<file path="src/hdl/tkdp_pkg.sv">
// Package with the payload types and fixed field widths of the top-k port selector.
`default_nettype none

package tkdp_pkg;

  localparam int unsigned BytesW  = 32;
  localparam int unsigned PortW   = 16;
  localparam int unsigned RankW   = 4;
  localparam int unsigned IndexW  = 8;
  localparam int unsigned TopCntW = 5;

  localparam logic [TopCntW-1:0] TopCountRst = 5'd10;

  typedef struct packed {
    logic [BytesW-1:0] byte_count;
    logic [PortW-1:0]  source_port;
    logic              final_record;
  } in_item_t;

  typedef struct packed {
    logic [RankW-1:0]  rank;
    logic [PortW-1:0]  chosen_port;
    logic [BytesW-1:0] chosen_bytes;
    logic [IndexW-1:0] entry_index;
    logic              found;
    logic              run_end;
  } out_item_t;

  // One entry of the flow table.
  typedef struct packed {
    logic [PortW-1:0]  port;
    logic [BytesW-1:0] bytes;
  } entry_t;

endpackage

`default_nettype wire

</file>
<file path="src/hdl/tkdp_select.sv">
// Load and selection sequencer: fills the flow table, then scans it once per pick.
`default_nettype none

module tkdp_select #(
  parameter int unsigned MaxEntries = 256,
  parameter int unsigned MaxTop     = 16,
  parameter int unsigned AddrW      = 8
) (
  input  wire logic                            clk_i,
  input  wire logic                            rst_ni,
  input  wire logic                            in_valid_i,
  input  wire tkdp_pkg::in_item_t              in_data_i,
  output logic                                 in_stall_o,
  input  wire logic [tkdp_pkg::TopCntW-1:0]    top_count_i,
  input  wire logic                            res_ready_i,
  output logic                                 res_valid_o,
  output tkdp_pkg::out_item_t                  res_o,
  output logic                                 wr_en_o,
  output logic [AddrW-1:0]                     wr_addr_o,
  output tkdp_pkg::entry_t                     wr_data_o,
  output logic [AddrW-1:0]                     rd_addr_o,
  input  wire tkdp_pkg::entry_t                rd_data_i
);
  import tkdp_pkg::*;

  localparam int unsigned TotW = $clog2(MaxEntries + 1);
  localparam int unsigned NW   = $clog2(MaxTop + 1);
  localparam int unsigned CW   = (MaxTop > 1) ? $clog2(MaxTop) : 1;

  typedef enum logic [1:0] {
    StLoad,
    StScan,
    StDecide
  } state_e;

  state_e            state_q;
  logic [TotW-1:0]   total_q;
  logic [TotW-1:0]   scan_q;
  logic              rd_vld_q;
  logic [AddrW-1:0]  rd_idx_q;
  logic [BytesW-1:0] best_bytes_q;
  logic [PortW-1:0]  best_port_q;
  logic [AddrW-1:0]  best_idx_q;
  logic [NW-1:0]     n_q;
  logic [PortW-1:0]  chosen_q [MaxTop];

  logic          in_acc;
  logic          full;
  logic [NW-1:0] want;
  logic          taken;
  logic          none_left;
  logic          last_rank;
  logic          scan_more;

  assign in_acc    = in_valid_i && (state_q == StLoad);
  assign full      = (total_q == TotW'(MaxEntries));
  assign none_left = (best_bytes_q == '0);
  assign last_rank = ((n_q + NW'(1)) == want);
  assign scan_more = (scan_q < total_q);

  always_comb begin
    if (top_count_i == '0) begin
      want = NW'(1);
    end else if (32'(top_count_i) > MaxTop) begin
      want = NW'(MaxTop);
    end else begin
      want = NW'(top_count_i);
    end
  end

  // Only the ports chosen so far in this run take part in the check.
  always_comb begin
    taken = 1'b0;
    for (int i = 0; i < MaxTop; i++) begin
      if ((NW'(i) < n_q) && (chosen_q[i] == best_port_q)) begin
        taken = 1'b1;
      end
    end
  end

  assign in_stall_o  = (state_q != StLoad);
  assign res_valid_o = (state_q == StDecide) && res_ready_i && (none_left || !taken);

  always_comb begin
    res_o.rank         = RankW'(n_q);
    res_o.chosen_port  = none_left ? '0 : best_port_q;
    res_o.chosen_bytes = best_bytes_q;
    res_o.entry_index  = none_left ? '0 : IndexW'(best_idx_q);
    res_o.found        = !none_left;
    res_o.run_end      = none_left || last_rank;
  end

  // Table writes happen while loading and, for the zeroing of a pick, in the
  // decide cycle. Neither overlaps a scan read, so no forwarding is needed.
  always_comb begin
    wr_en_o   = 1'b0;
    wr_addr_o = total_q[AddrW-1:0];
    wr_data_o = '{port: in_data_i.source_port, bytes: in_data_i.byte_count};
    if (state_q == StLoad) begin
      wr_en_o = in_acc && !full;
    end else if (state_q == StDecide) begin
      wr_addr_o = best_idx_q;
      wr_data_o = '{port: best_port_q, bytes: '0};
      wr_en_o   = !none_left && (taken || res_ready_i);
    end
  end

  assign rd_addr_o = scan_q[AddrW-1:0];

  always_ff @(posedge clk_i or negedge rst_ni) begin
    if (!rst_ni) begin
      state_q      <= StLoad;
      total_q      <= '0;
      scan_q       <= '0;
      rd_vld_q     <= 1'b0;
      rd_idx_q     <= '0;
      best_bytes_q <= '0;
      best_port_q  <= '0;
      best_idx_q   <= '0;
      n_q          <= '0;
      for (int i = 0; i < MaxTop; i++) begin
        chosen_q[i] <= '0;
      end
    end else begin
      case (state_q)
        StLoad: begin
          if (in_acc) begin
            if (!full) begin
              total_q <= total_q + TotW'(1);
            end
            if (in_data_i.final_record) begin
              state_q      <= StScan;
              scan_q       <= '0;
              best_bytes_q <= '0;
              n_q          <= '0;
            end
          end
        end
        StScan: begin
          rd_vld_q <= scan_more;
          if (scan_more) begin
            scan_q   <= scan_q + TotW'(1);
            rd_idx_q <= scan_q[AddrW-1:0];
          end
          // Strictly greater keeps the earliest entry on a tie.
          if (rd_vld_q && (rd_data_i.bytes > best_bytes_q)) begin
            best_bytes_q <= rd_data_i.bytes;
            best_port_q  <= rd_data_i.port;
            best_idx_q   <= rd_idx_q;
          end
          if (!scan_more && !rd_vld_q) begin
            state_q <= StDecide;
          end
        end
        StDecide: begin
          if (none_left) begin
            if (res_ready_i) begin
              total_q <= '0;
              state_q <= StLoad;
            end
          end else if (taken) begin
            scan_q       <= '0;
            best_bytes_q <= '0;
            state_q      <= StScan;
          end else if (res_ready_i) begin
            chosen_q[n_q[CW-1:0]] <= best_port_q;
            n_q                   <= n_q + NW'(1);
            if (last_rank) begin
              total_q <= '0;
              state_q <= StLoad;
            end else begin
              scan_q       <= '0;
              best_bytes_q <= '0;
              state_q      <= StScan;
            end
          end
        end
        default: begin
          state_q <= StLoad;
        end
      endcase
    end
  end

endmodule

`default_nettype wire

</file>
<file path="config.mk">
export PLATFORM = sky130hd
export DESIGN_NAME = tkdp_select
export DESIGN_NICKNAME = d
export VERILOG_FILES = /design/src/hdl/tkdp_pkg.sv /design/src/hdl/tkdp_select.sv
export SDC_FILE = /design/constraint.sdc
export NUM_CORES = 1
export LEC_CHECK = 0
export BUFFER_PORTS_ARGS = -buffer_cell sky130_fd_sc_hd__buf_2
export CAP_MARGIN = 20
export CELL_PAD_IN_SITES_DETAIL_PLACEMENT = 1
export CELL_PAD_IN_SITES_GLOBAL_PLACEMENT = 2
export CORE_MARGIN = 2
export CORE_UTILIZATION = 43
export DETAILED_ROUTE_END_ITERATION = 6
export PLACE_DENSITY = 0.85
export SETUP_SLACK_MARGIN = 0.15
export SLEW_MARGIN = 15
export SYNTH_ARGS = -nofsm -noshare
export SYNTH_HDL_FRONTEND = slang
export SYNTH_SLANG_ARGS = --single-unit
</file>
<file path="constraint.sdc">
create_clock -name clk_i -period 9.7 [get_ports clk_i]
set_clock_uncertainty 0.05 [all_clocks]
set_input_delay 1.94 -clock clk_i [delete_from_list [all_inputs] [get_ports clk_i]]
set_output_delay 1.94 -clock clk_i [all_outputs]
set_load 0.03 [all_outputs]
</file>
==> results.ini, run 1 <==
[outcome]
status=completed

[die]
rows=79
dieWidth_um=221
coreArea_mm2=0.0465
start_util=0.436
die_area_mm2=0.0488
dieHeight_um=221
io-pin-count=235

[global_routing]
grt_pass1_wl_um=94000
grt_max_degree=127
use_met2=0.409
track_usage=0.243
use_met1=0.316
grt_pass1_vias=16100
top_usage_layer=met2
antenna_found_initial=7
met3_usage=0.0446
grt_overflow=0

[finish]
drive_above_1_share=0.312
final_common_cell=dfrtp_1
layout_common_cells=dfrtp_1 (330), buf_2 (233), xor2_1 (188)
area_growth_pct=12.0
fin_cells=2577
num-nets-final=2086
final_core_util=0.488
finalInstanceArea_mm2=0.0227

[yosys]
syn_area_mm2=0.0202
synth.distinct_cells=77
synth_edf_count=0
yosysSeqAreaShare=0.428
ys_warn_count=0
syn_area_per_cell_um2=11.3
syn_inst=1785
ys_seq_elements=346
async_flop_share=1.00
synth_flop_cell=dfrtp_1
synth_fp_nets=1938

[timing]
tns_ns=0
slew_headroom=0.244
grt_setup_unrepaired=no
finalWorstPathRequiredPeriod_ns=6.44
tightest_slew_ns=1.13
hold_slack_ns=0.456
setup_viol=0
fmax_ghz=0.155
slew_violations=0
fin_crit_sh=0.664
finalHoldViolCount=0

[critical_path]
critPathLaunchType=flip-flop
r2r_end=chosen_q[195]
reg2regPathDepth=9
path_max_fanout=35
rr_startpoint=n_q[3]
criticalPathCategory=reg -> out
arrival_ns=4.45
worstPathRequired_ns=7.71
reg2reg_slack_ns=4.95
end_kind=output port

[placement]
placed_area_mm2=0.0213
dp_hpwl_um=40300
place_congestion=0.853
io_buffers=234
dp.cells=2495

[hold_path]
hold_depth=1
hold_start=rd_idx_q[7]
hold_path_end=best_idx_q[7]
min_path_type=reg -> reg

[route]
first_iter_violations=846
drt-pass1-iter-count=5
ant_nets=0
routed_via_density=5.61
routedWlPerCell_um=23.2
wl_um=59800
drc=0
num_vias=14500

[cts]
clock_path_buffers=3
insertion_delay_ns=0.57
htree_num_levels=2
numCtsBuffers=42
cts_tree=done
cts.sinks=346
cts_resized=0
postCtsSetupBuffers=0
clk_pin_slew_ns=0.06
cts_hold_buf=0
root_buffer=clkbuf_16

[pwr]
power.switching_mw=3.15
clkPwrFrac=0.223
p_int_mw=3.76
pwr-share-comb=0.425
ir_drop_uv=167
swShare=0.456
leakage_nw=11.0
p_seq_frac=0.352
powerDensity_mw_per_mm2=305

[job]
drv_cap=0

## state kept, by name, summed over array words and instances (netlist names)
signal        flops
scan_q            9
n_q               5
total_q           9
rd_idx_q          8
best_idx_q        8
chosen_q        256
best_port_q      16
rd_vld_q          1
state_q           2
best_bytes_q     32
## cells in the mapped netlist, drive strengths merged (2+ instances only)
cell type | n | share of area
nand2 | 127 | 0.024
and4 | 8 | 0.0035
nor2b | 37 | 0.011
a211oi | 9 | 0.0042
o2111ai | 2 | 0.00087
o22ai | 4 | 0.0012
dfrtp | 346 | 0.43
o31ai | 34 | 0.013
a311o | 3 | 0.0015
o21ai | 35 | 0.0087
a2bb2o | 3 | 0.0015
xor2 | 188 | 0.081
buf | 92 | 0.042
nand3 | 28 | 0.0069
nor3 | 21 | 0.0052
a211o | 4 | 0.0017
or3b | 2 | 0.00087
nor4 | 67 | 0.021
nand4 | 43 | 0.013
a41oi | 2 | 0.00087
o211ai | 11 | 0.0041
a21oi | 13 | 0.0032
nand4bb | 2 | 0.0011
o21a | 3 | 0.0011
and2 | 27 | 0.0083
nand4b | 6 | 0.0026
or4 | 7 | 0.0028
xnor2 | 75 | 0.032
or2 | 2 | 0.00062
clkbuf | 56 | 0.010
mux2 | 289 | 0.18
a31oi | 6 | 0.0019
and3 | 26 | 0.0082
ha | 47 | 0.029
nor3b | 3 | 0.0011
or3 | 9 | 0.0030
nand2b | 3 | 0.00093
nor2 | 51 | 0.0095
o22a | 2 | 0.00087
a21o | 5 | 0.0019
a2111oi | 3 | 0.0016
a2bb2oi | 4 | 0.0017
inv | 59 | 0.011
## cell type report
cell class,instances,area [µm²]
Fill cell,5017,23800
Multi-Input combinational cell,1232,10300
Sequential cell,346,8680
Timing Repair Buffer,252,1340
Clock buffer,59,1220
Tap cell,607,759
Inverter,59,221
Clock inverter,15,109
Antenna cell,7,17.5
## power groups by stage
| stage | combinational [mW] | clock [mW] | sequential (mW) |
|---|---|---|---|
| after CTS | 2.94 | 1.57 | 2.43 |
| after global placement | 2.84 | 0 | 2.42 |
| after floorplan | 2.31 | 0 | 2.06 |
| after detailed placement | 2.91 | 0 | 2.45 |
| after global routing | 3.17 | 1.63 | 2.49 |
| final | 2.94 | 1.54 | 2.43 |
## worst max path at each step
stage                  endpoint  slack (ns)       startpoint  depth (start not counted)
floorplan              res_o[0]        4.36   top_count_i[3]                          5
global placement    res_valid_o        3.99   best_port_q[3]                          9
detailed placement  res_valid_o        3.96  best_port_q[11]                          9
CTS                 res_valid_o        3.31   best_port_q[3]                          9
global route        res_valid_o        3.11   best_port_q[3]                          9
finish              res_valid_o        3.26   best_port_q[3]                          9
## kinds of logic after synthesis
kind of cell    after synthesis  share of synthesized area
fa+ha+maj                    47                     0.0291
xor+xnor                    264                      0.115
flops                       346                      0.428
simple gates                474                      0.126
compound gates              158                     0.0563
mux                         289                      0.183
buf+inv                     207                     0.0629
## stage by stage
step,worst slack [ns],power (mW)
floorplan,4.36,4.37
global placement,3.99,5.26
detailed placement,3.96,5.36
CTS,3.31,6.94
global route,3.11,7.29
finish,3.26,6.91
## per-layer routing
metal / wire length [µm] / part of all wire / up-vias
met3: 2930 / 0.049 / 108
met4: 1730 / 0.029 / 0
met2: 29100 / 0.49 / 400
li1: - / - / 6528
met1: 26100 / 0.44 / 7418
met5: 0 / 0 / -
## critical path: stages (launching register included)
cell and delay, ns:
dfrtp_2 1.11, xor2_1 0.25, nor4_1 0.10, nand4_1 0.10
a21oi_1 0.06, or4_1 0.70, a2111oi_2 0.92, o21ai_0 0.27
nor2_1 0.13, buf_2 0.23
(Power assumes the default switching activity.)
==> run 2, diff against run 1 <==
--- a/config.mk
+++ b/config.mk
@@ -5,14 +5,15 @@
 export SDC_FILE = /design/constraint.sdc
 export NUM_CORES = 1
 export LEC_CHECK = 0
+export ABC_AREA = 1
 export BUFFER_PORTS_ARGS = -buffer_cell sky130_fd_sc_hd__buf_2
 export CAP_MARGIN = 20
 export CELL_PAD_IN_SITES_DETAIL_PLACEMENT = 1
 export CELL_PAD_IN_SITES_GLOBAL_PLACEMENT = 2
 export CORE_MARGIN = 2
-export CORE_UTILIZATION = 43
+export CORE_UTILIZATION = 30
 export DETAILED_ROUTE_END_ITERATION = 6
-export PLACE_DENSITY = 0.85
+export PLACE_DENSITY = 0.74
 export SETUP_SLACK_MARGIN = 0.15
 export SLEW_MARGIN = 15
 export SYNTH_ARGS = -nofsm -noshare
==> constraint.sdc (replaced) <==
create_clock -name clk_i -period 5.9 [get_ports clk_i]
set_clock_uncertainty 0.05 [all_clocks]
set_input_delay 1.18 -clock clk_i [delete_from_list [all_inputs] [get_ports clk_i]]
set_output_delay 1.18 -clock clk_i [all_outputs]
set_load 0.03 [all_outputs]
==> run 2 against run 1 <==
Die area rose by 40%. Critical path depth rose by 7. Total power rose by 53%.
==> results.ini, run 2 <==
[route]
wl_um=73000  ; +22%
first_iter_violations=941  ; +11%
num_vias=18300  ; +27%
drt-pass1-iter-count=5  ; unchanged
routedWlPerCell_um=18.9  ; -18%
ant_nets=0  ; unchanged
drc=0  ; unchanged
routed_via_density=4.76  ; -15%

[yosys]
syn_area_mm2=0.0198  ; -2.0%
ys_seq_elements=346  ; unchanged
synth_fp_nets=2935  ; +51%
syn_inst=2782  ; +56%
synth.distinct_cells=39  ; -49%
yosys-top-cells-area=dfrtp_1 (44%), nand2_1 (18%), o21ai_0 (7.7%)
async_flop_share=1.00  ; unchanged
syn_area_per_cell_um2=7.13  ; -37%
ys_warn_count=0  ; unchanged
ys_top_cells_by_count=nand2_1 (944), dfrtp_1 (346), inv_1 (310)
synth_flop_cell=dfrtp_1
synth_top_area_frac=0.437  ; +0.00883
synth_edf_count=0  ; unchanged
yosysSeqAreaShare=0.437  ; +0.00883
yosysMostFrequentCell=nand2_1
yosysTopAreaCell=dfrtp_1

[cts]
postCtsSetupBuffers=0  ; unchanged
cts_hold_buf=0  ; unchanged
numCtsBuffers=44  ; +4.8%
insertion_delay_ns=0.59  ; +0.02 ns
clk_pin_slew_ns=0.06  ; about the same
cts.sinks=346  ; unchanged
root_buffer=clkbuf_16
clock_path_buffers=3  ; unchanged
cts_resized=0  ; unchanged
cts_tree=done
htree_num_levels=2  ; unchanged

[critical_path]
reg2reg_slack_ns=1.87  ; -3.08 ns
reg2regPathDepth=19  ; +10
path_max_fanout=25  ; -29%
worstPathRequired_ns=4.67  ; -3.04 ns
end_kind=output port
r2r_end=best_bytes_q[27]
critPathLaunchType=flip-flop
criticalPathCategory=reg -> out
arrival_ns=3.72  ; -0.73 ns
rr_startpoint=best_port_q[12]

[pwr]
powerDensity_mw_per_mm2=456  ; +50%
ir_drop_uv=240  ; +44%
p_total_mw=10.5  ; +53%
leakage_nw=11.6  ; +5.3%

[global_routing]
grt_pass1_wl_um=114000  ; +21%
track_usage=0.216  ; -0.0277
grt_pass1_vias=19200  ; +20%
grt_overflow=0  ; unchanged
grt_max_degree=130  ; +2.4%
antenna_found_initial=4  ; -3

[die]
start_util=0.302  ; -0.133
rows=94  ; +19%
die_area_mm2=0.0682  ; +40%
dieHeight_um=261  ; +18%
coreArea_mm2=0.0656  ; +41%
io-pin-count=235  ; unchanged
dieWidth_um=261  ; +18%

[timing]
hold_slack_ns=0.440  ; -0.0156 ns
finalHoldViolCount=0  ; unchanged
slew_violations=0  ; unchanged
tightest_slew_ns=1.06  ; -0.0727 ns
finalWorstPathRequiredPeriod_ns=4.95
setup_viol=0  ; unchanged
tns_ns=0  ; unchanged
fin_crit_sh=0.840
grt_setup_unrepaired=no
fmax_ghz=0.202
slew_headroom=0.293  ; +0.0485

[finish]
biggestRegsByFlops=chosen_q: 256 flops, best_bytes_q: 32 flops, best_port_q: 16 flops
largest_reg_flops=256  ; unchanged
area_growth_pct=16.7
regMostFlops=chosen_q
final_common_cell=nand2_1
num-nets-final=3104  ; +49%
drive_above_1_share=0.125  ; -0.187
layout_common_cells=nand2_1 (943), dfrtp_1 (346), inv_1 (309)

[hold_path]
hold_path_end=chosen_q[90]
hold_start=chosen_q[90]
hold_depth=2  ; +1
min_path_type=reg -> reg

[placement]
place_congestion=0.820  ; -3.9%
io_buffers=234  ; unchanged
dp_hpwl_um=50200  ; +25%

[job]
drv_cap=0  ; unchanged

[outcome]
status=completed

-- run 2: cell types whose count changed after synthesis, moves of 37 or more --
cell,before,now
nand2_1,127,944
o21ai_0,35,307
inv_1,59,310
nor2_1,51,288
mux2_2,139,0
xor2_1,188,54
mux2_4,120,0
nor4_1,67,7
a21oi_1,13,69
nand3_1,28,70
nor2b_1,37,0
-- run 2: worst max path at each step --
| stage | end | start | slack [ns] |
|---|---|---|---|
| floorplan | res_o[2] | best_bytes_q[30] | 2.29 |
| CTS | wr_en_o | best_port_q[9] | 0.95 |
| detailed placement | wr_en_o | best_port_q[9] | 1.61 |
| finish | wr_en_o | best_port_q[12] | 0.95 |
| global placement | wr_en_o | best_port_q[10] | 1.17 |
| global route | wr_en_o | best_port_q[12] | 0.67 |
-- run 2: cell type report --
class | instances | area, µm²
fillers | 8208 | 42500
multi-input cells | 1952 | 9150
flip-flops and latches | 346 | 8660
repair buffers | 288 | 1610
clock buffers | 75 | 1340
inverters | 319 | 1200
well taps | 864 | 1080
clock inverters | 6 | 88.8
diodes | 3 | 7.51
-- run 2: kinds of logic (layout without fill, tap and decap cells) --
group           count (synthesis)  in the layout  synth area share
fa+ha+maj                      47             47            0.0297
flops                         346            346             0.437
buf+inv                       484            688             0.102
compound gates                416            416             0.106
other cells                     0              3                 0
simple gates                 1382           1382             0.278
xor+xnor                      107            107            0.0473
-- run 2: per-layer routing --
metal  track usage  vias to the layer above  share of wire
li1              -                     8929              -
met1         0.293                     9042           0.47
met2         0.360                      264           0.47
met3        0.0338                       95          0.038
met4        0.0519                        2          0.021
met5             0                        -        0.00015
-- run 2: power by group --
| group | leakage (nW) | switching (mW) | total (mW) | internal (mW) |
|---|---|---|---|---|
| logic | 6.23 | 3.36 | 4.68 | 1.33 |
| registers | 4.68 | 0.353 | 3.15 | 2.80 |
| clock network | 0.694 | 1.13 | 2.71 | 1.58 |
| total | 11.6 | 4.84 | 10.5 | 5.71 |
-- run 2: worst max-delay path: stages (launching register included) --
cell and delay [ns]:
dfrtp_1 0.36, buf_4 0.23, inv_1 0.69, nand2_1 0.12, nand2_1 0.10, nor2_1 0.04
nand2_1 0.11, nor2_1 0.06, nand3_1 0.07, nand2_1 0.06, nor2_1 0.16, nand2_1 0.08
nor2_1 0.31, nand2_2 0.21, o21ai_0 0.22, o22ai_1 0.10, buf_2 0.21
-- run 2: through the flow --
stage,cell area [µm²],cells,util,worst slack (ns)
after global routing,23100,3852,0.352,0.673
final,23100,3853,0.353,0.946
after global placement,21700,3769,0.331,1.17
after floorplan,19800,2782,-,2.29
after detailed placement,21700,3769,0.331,1.61
after CTS,23100,3850,0.352,0.951
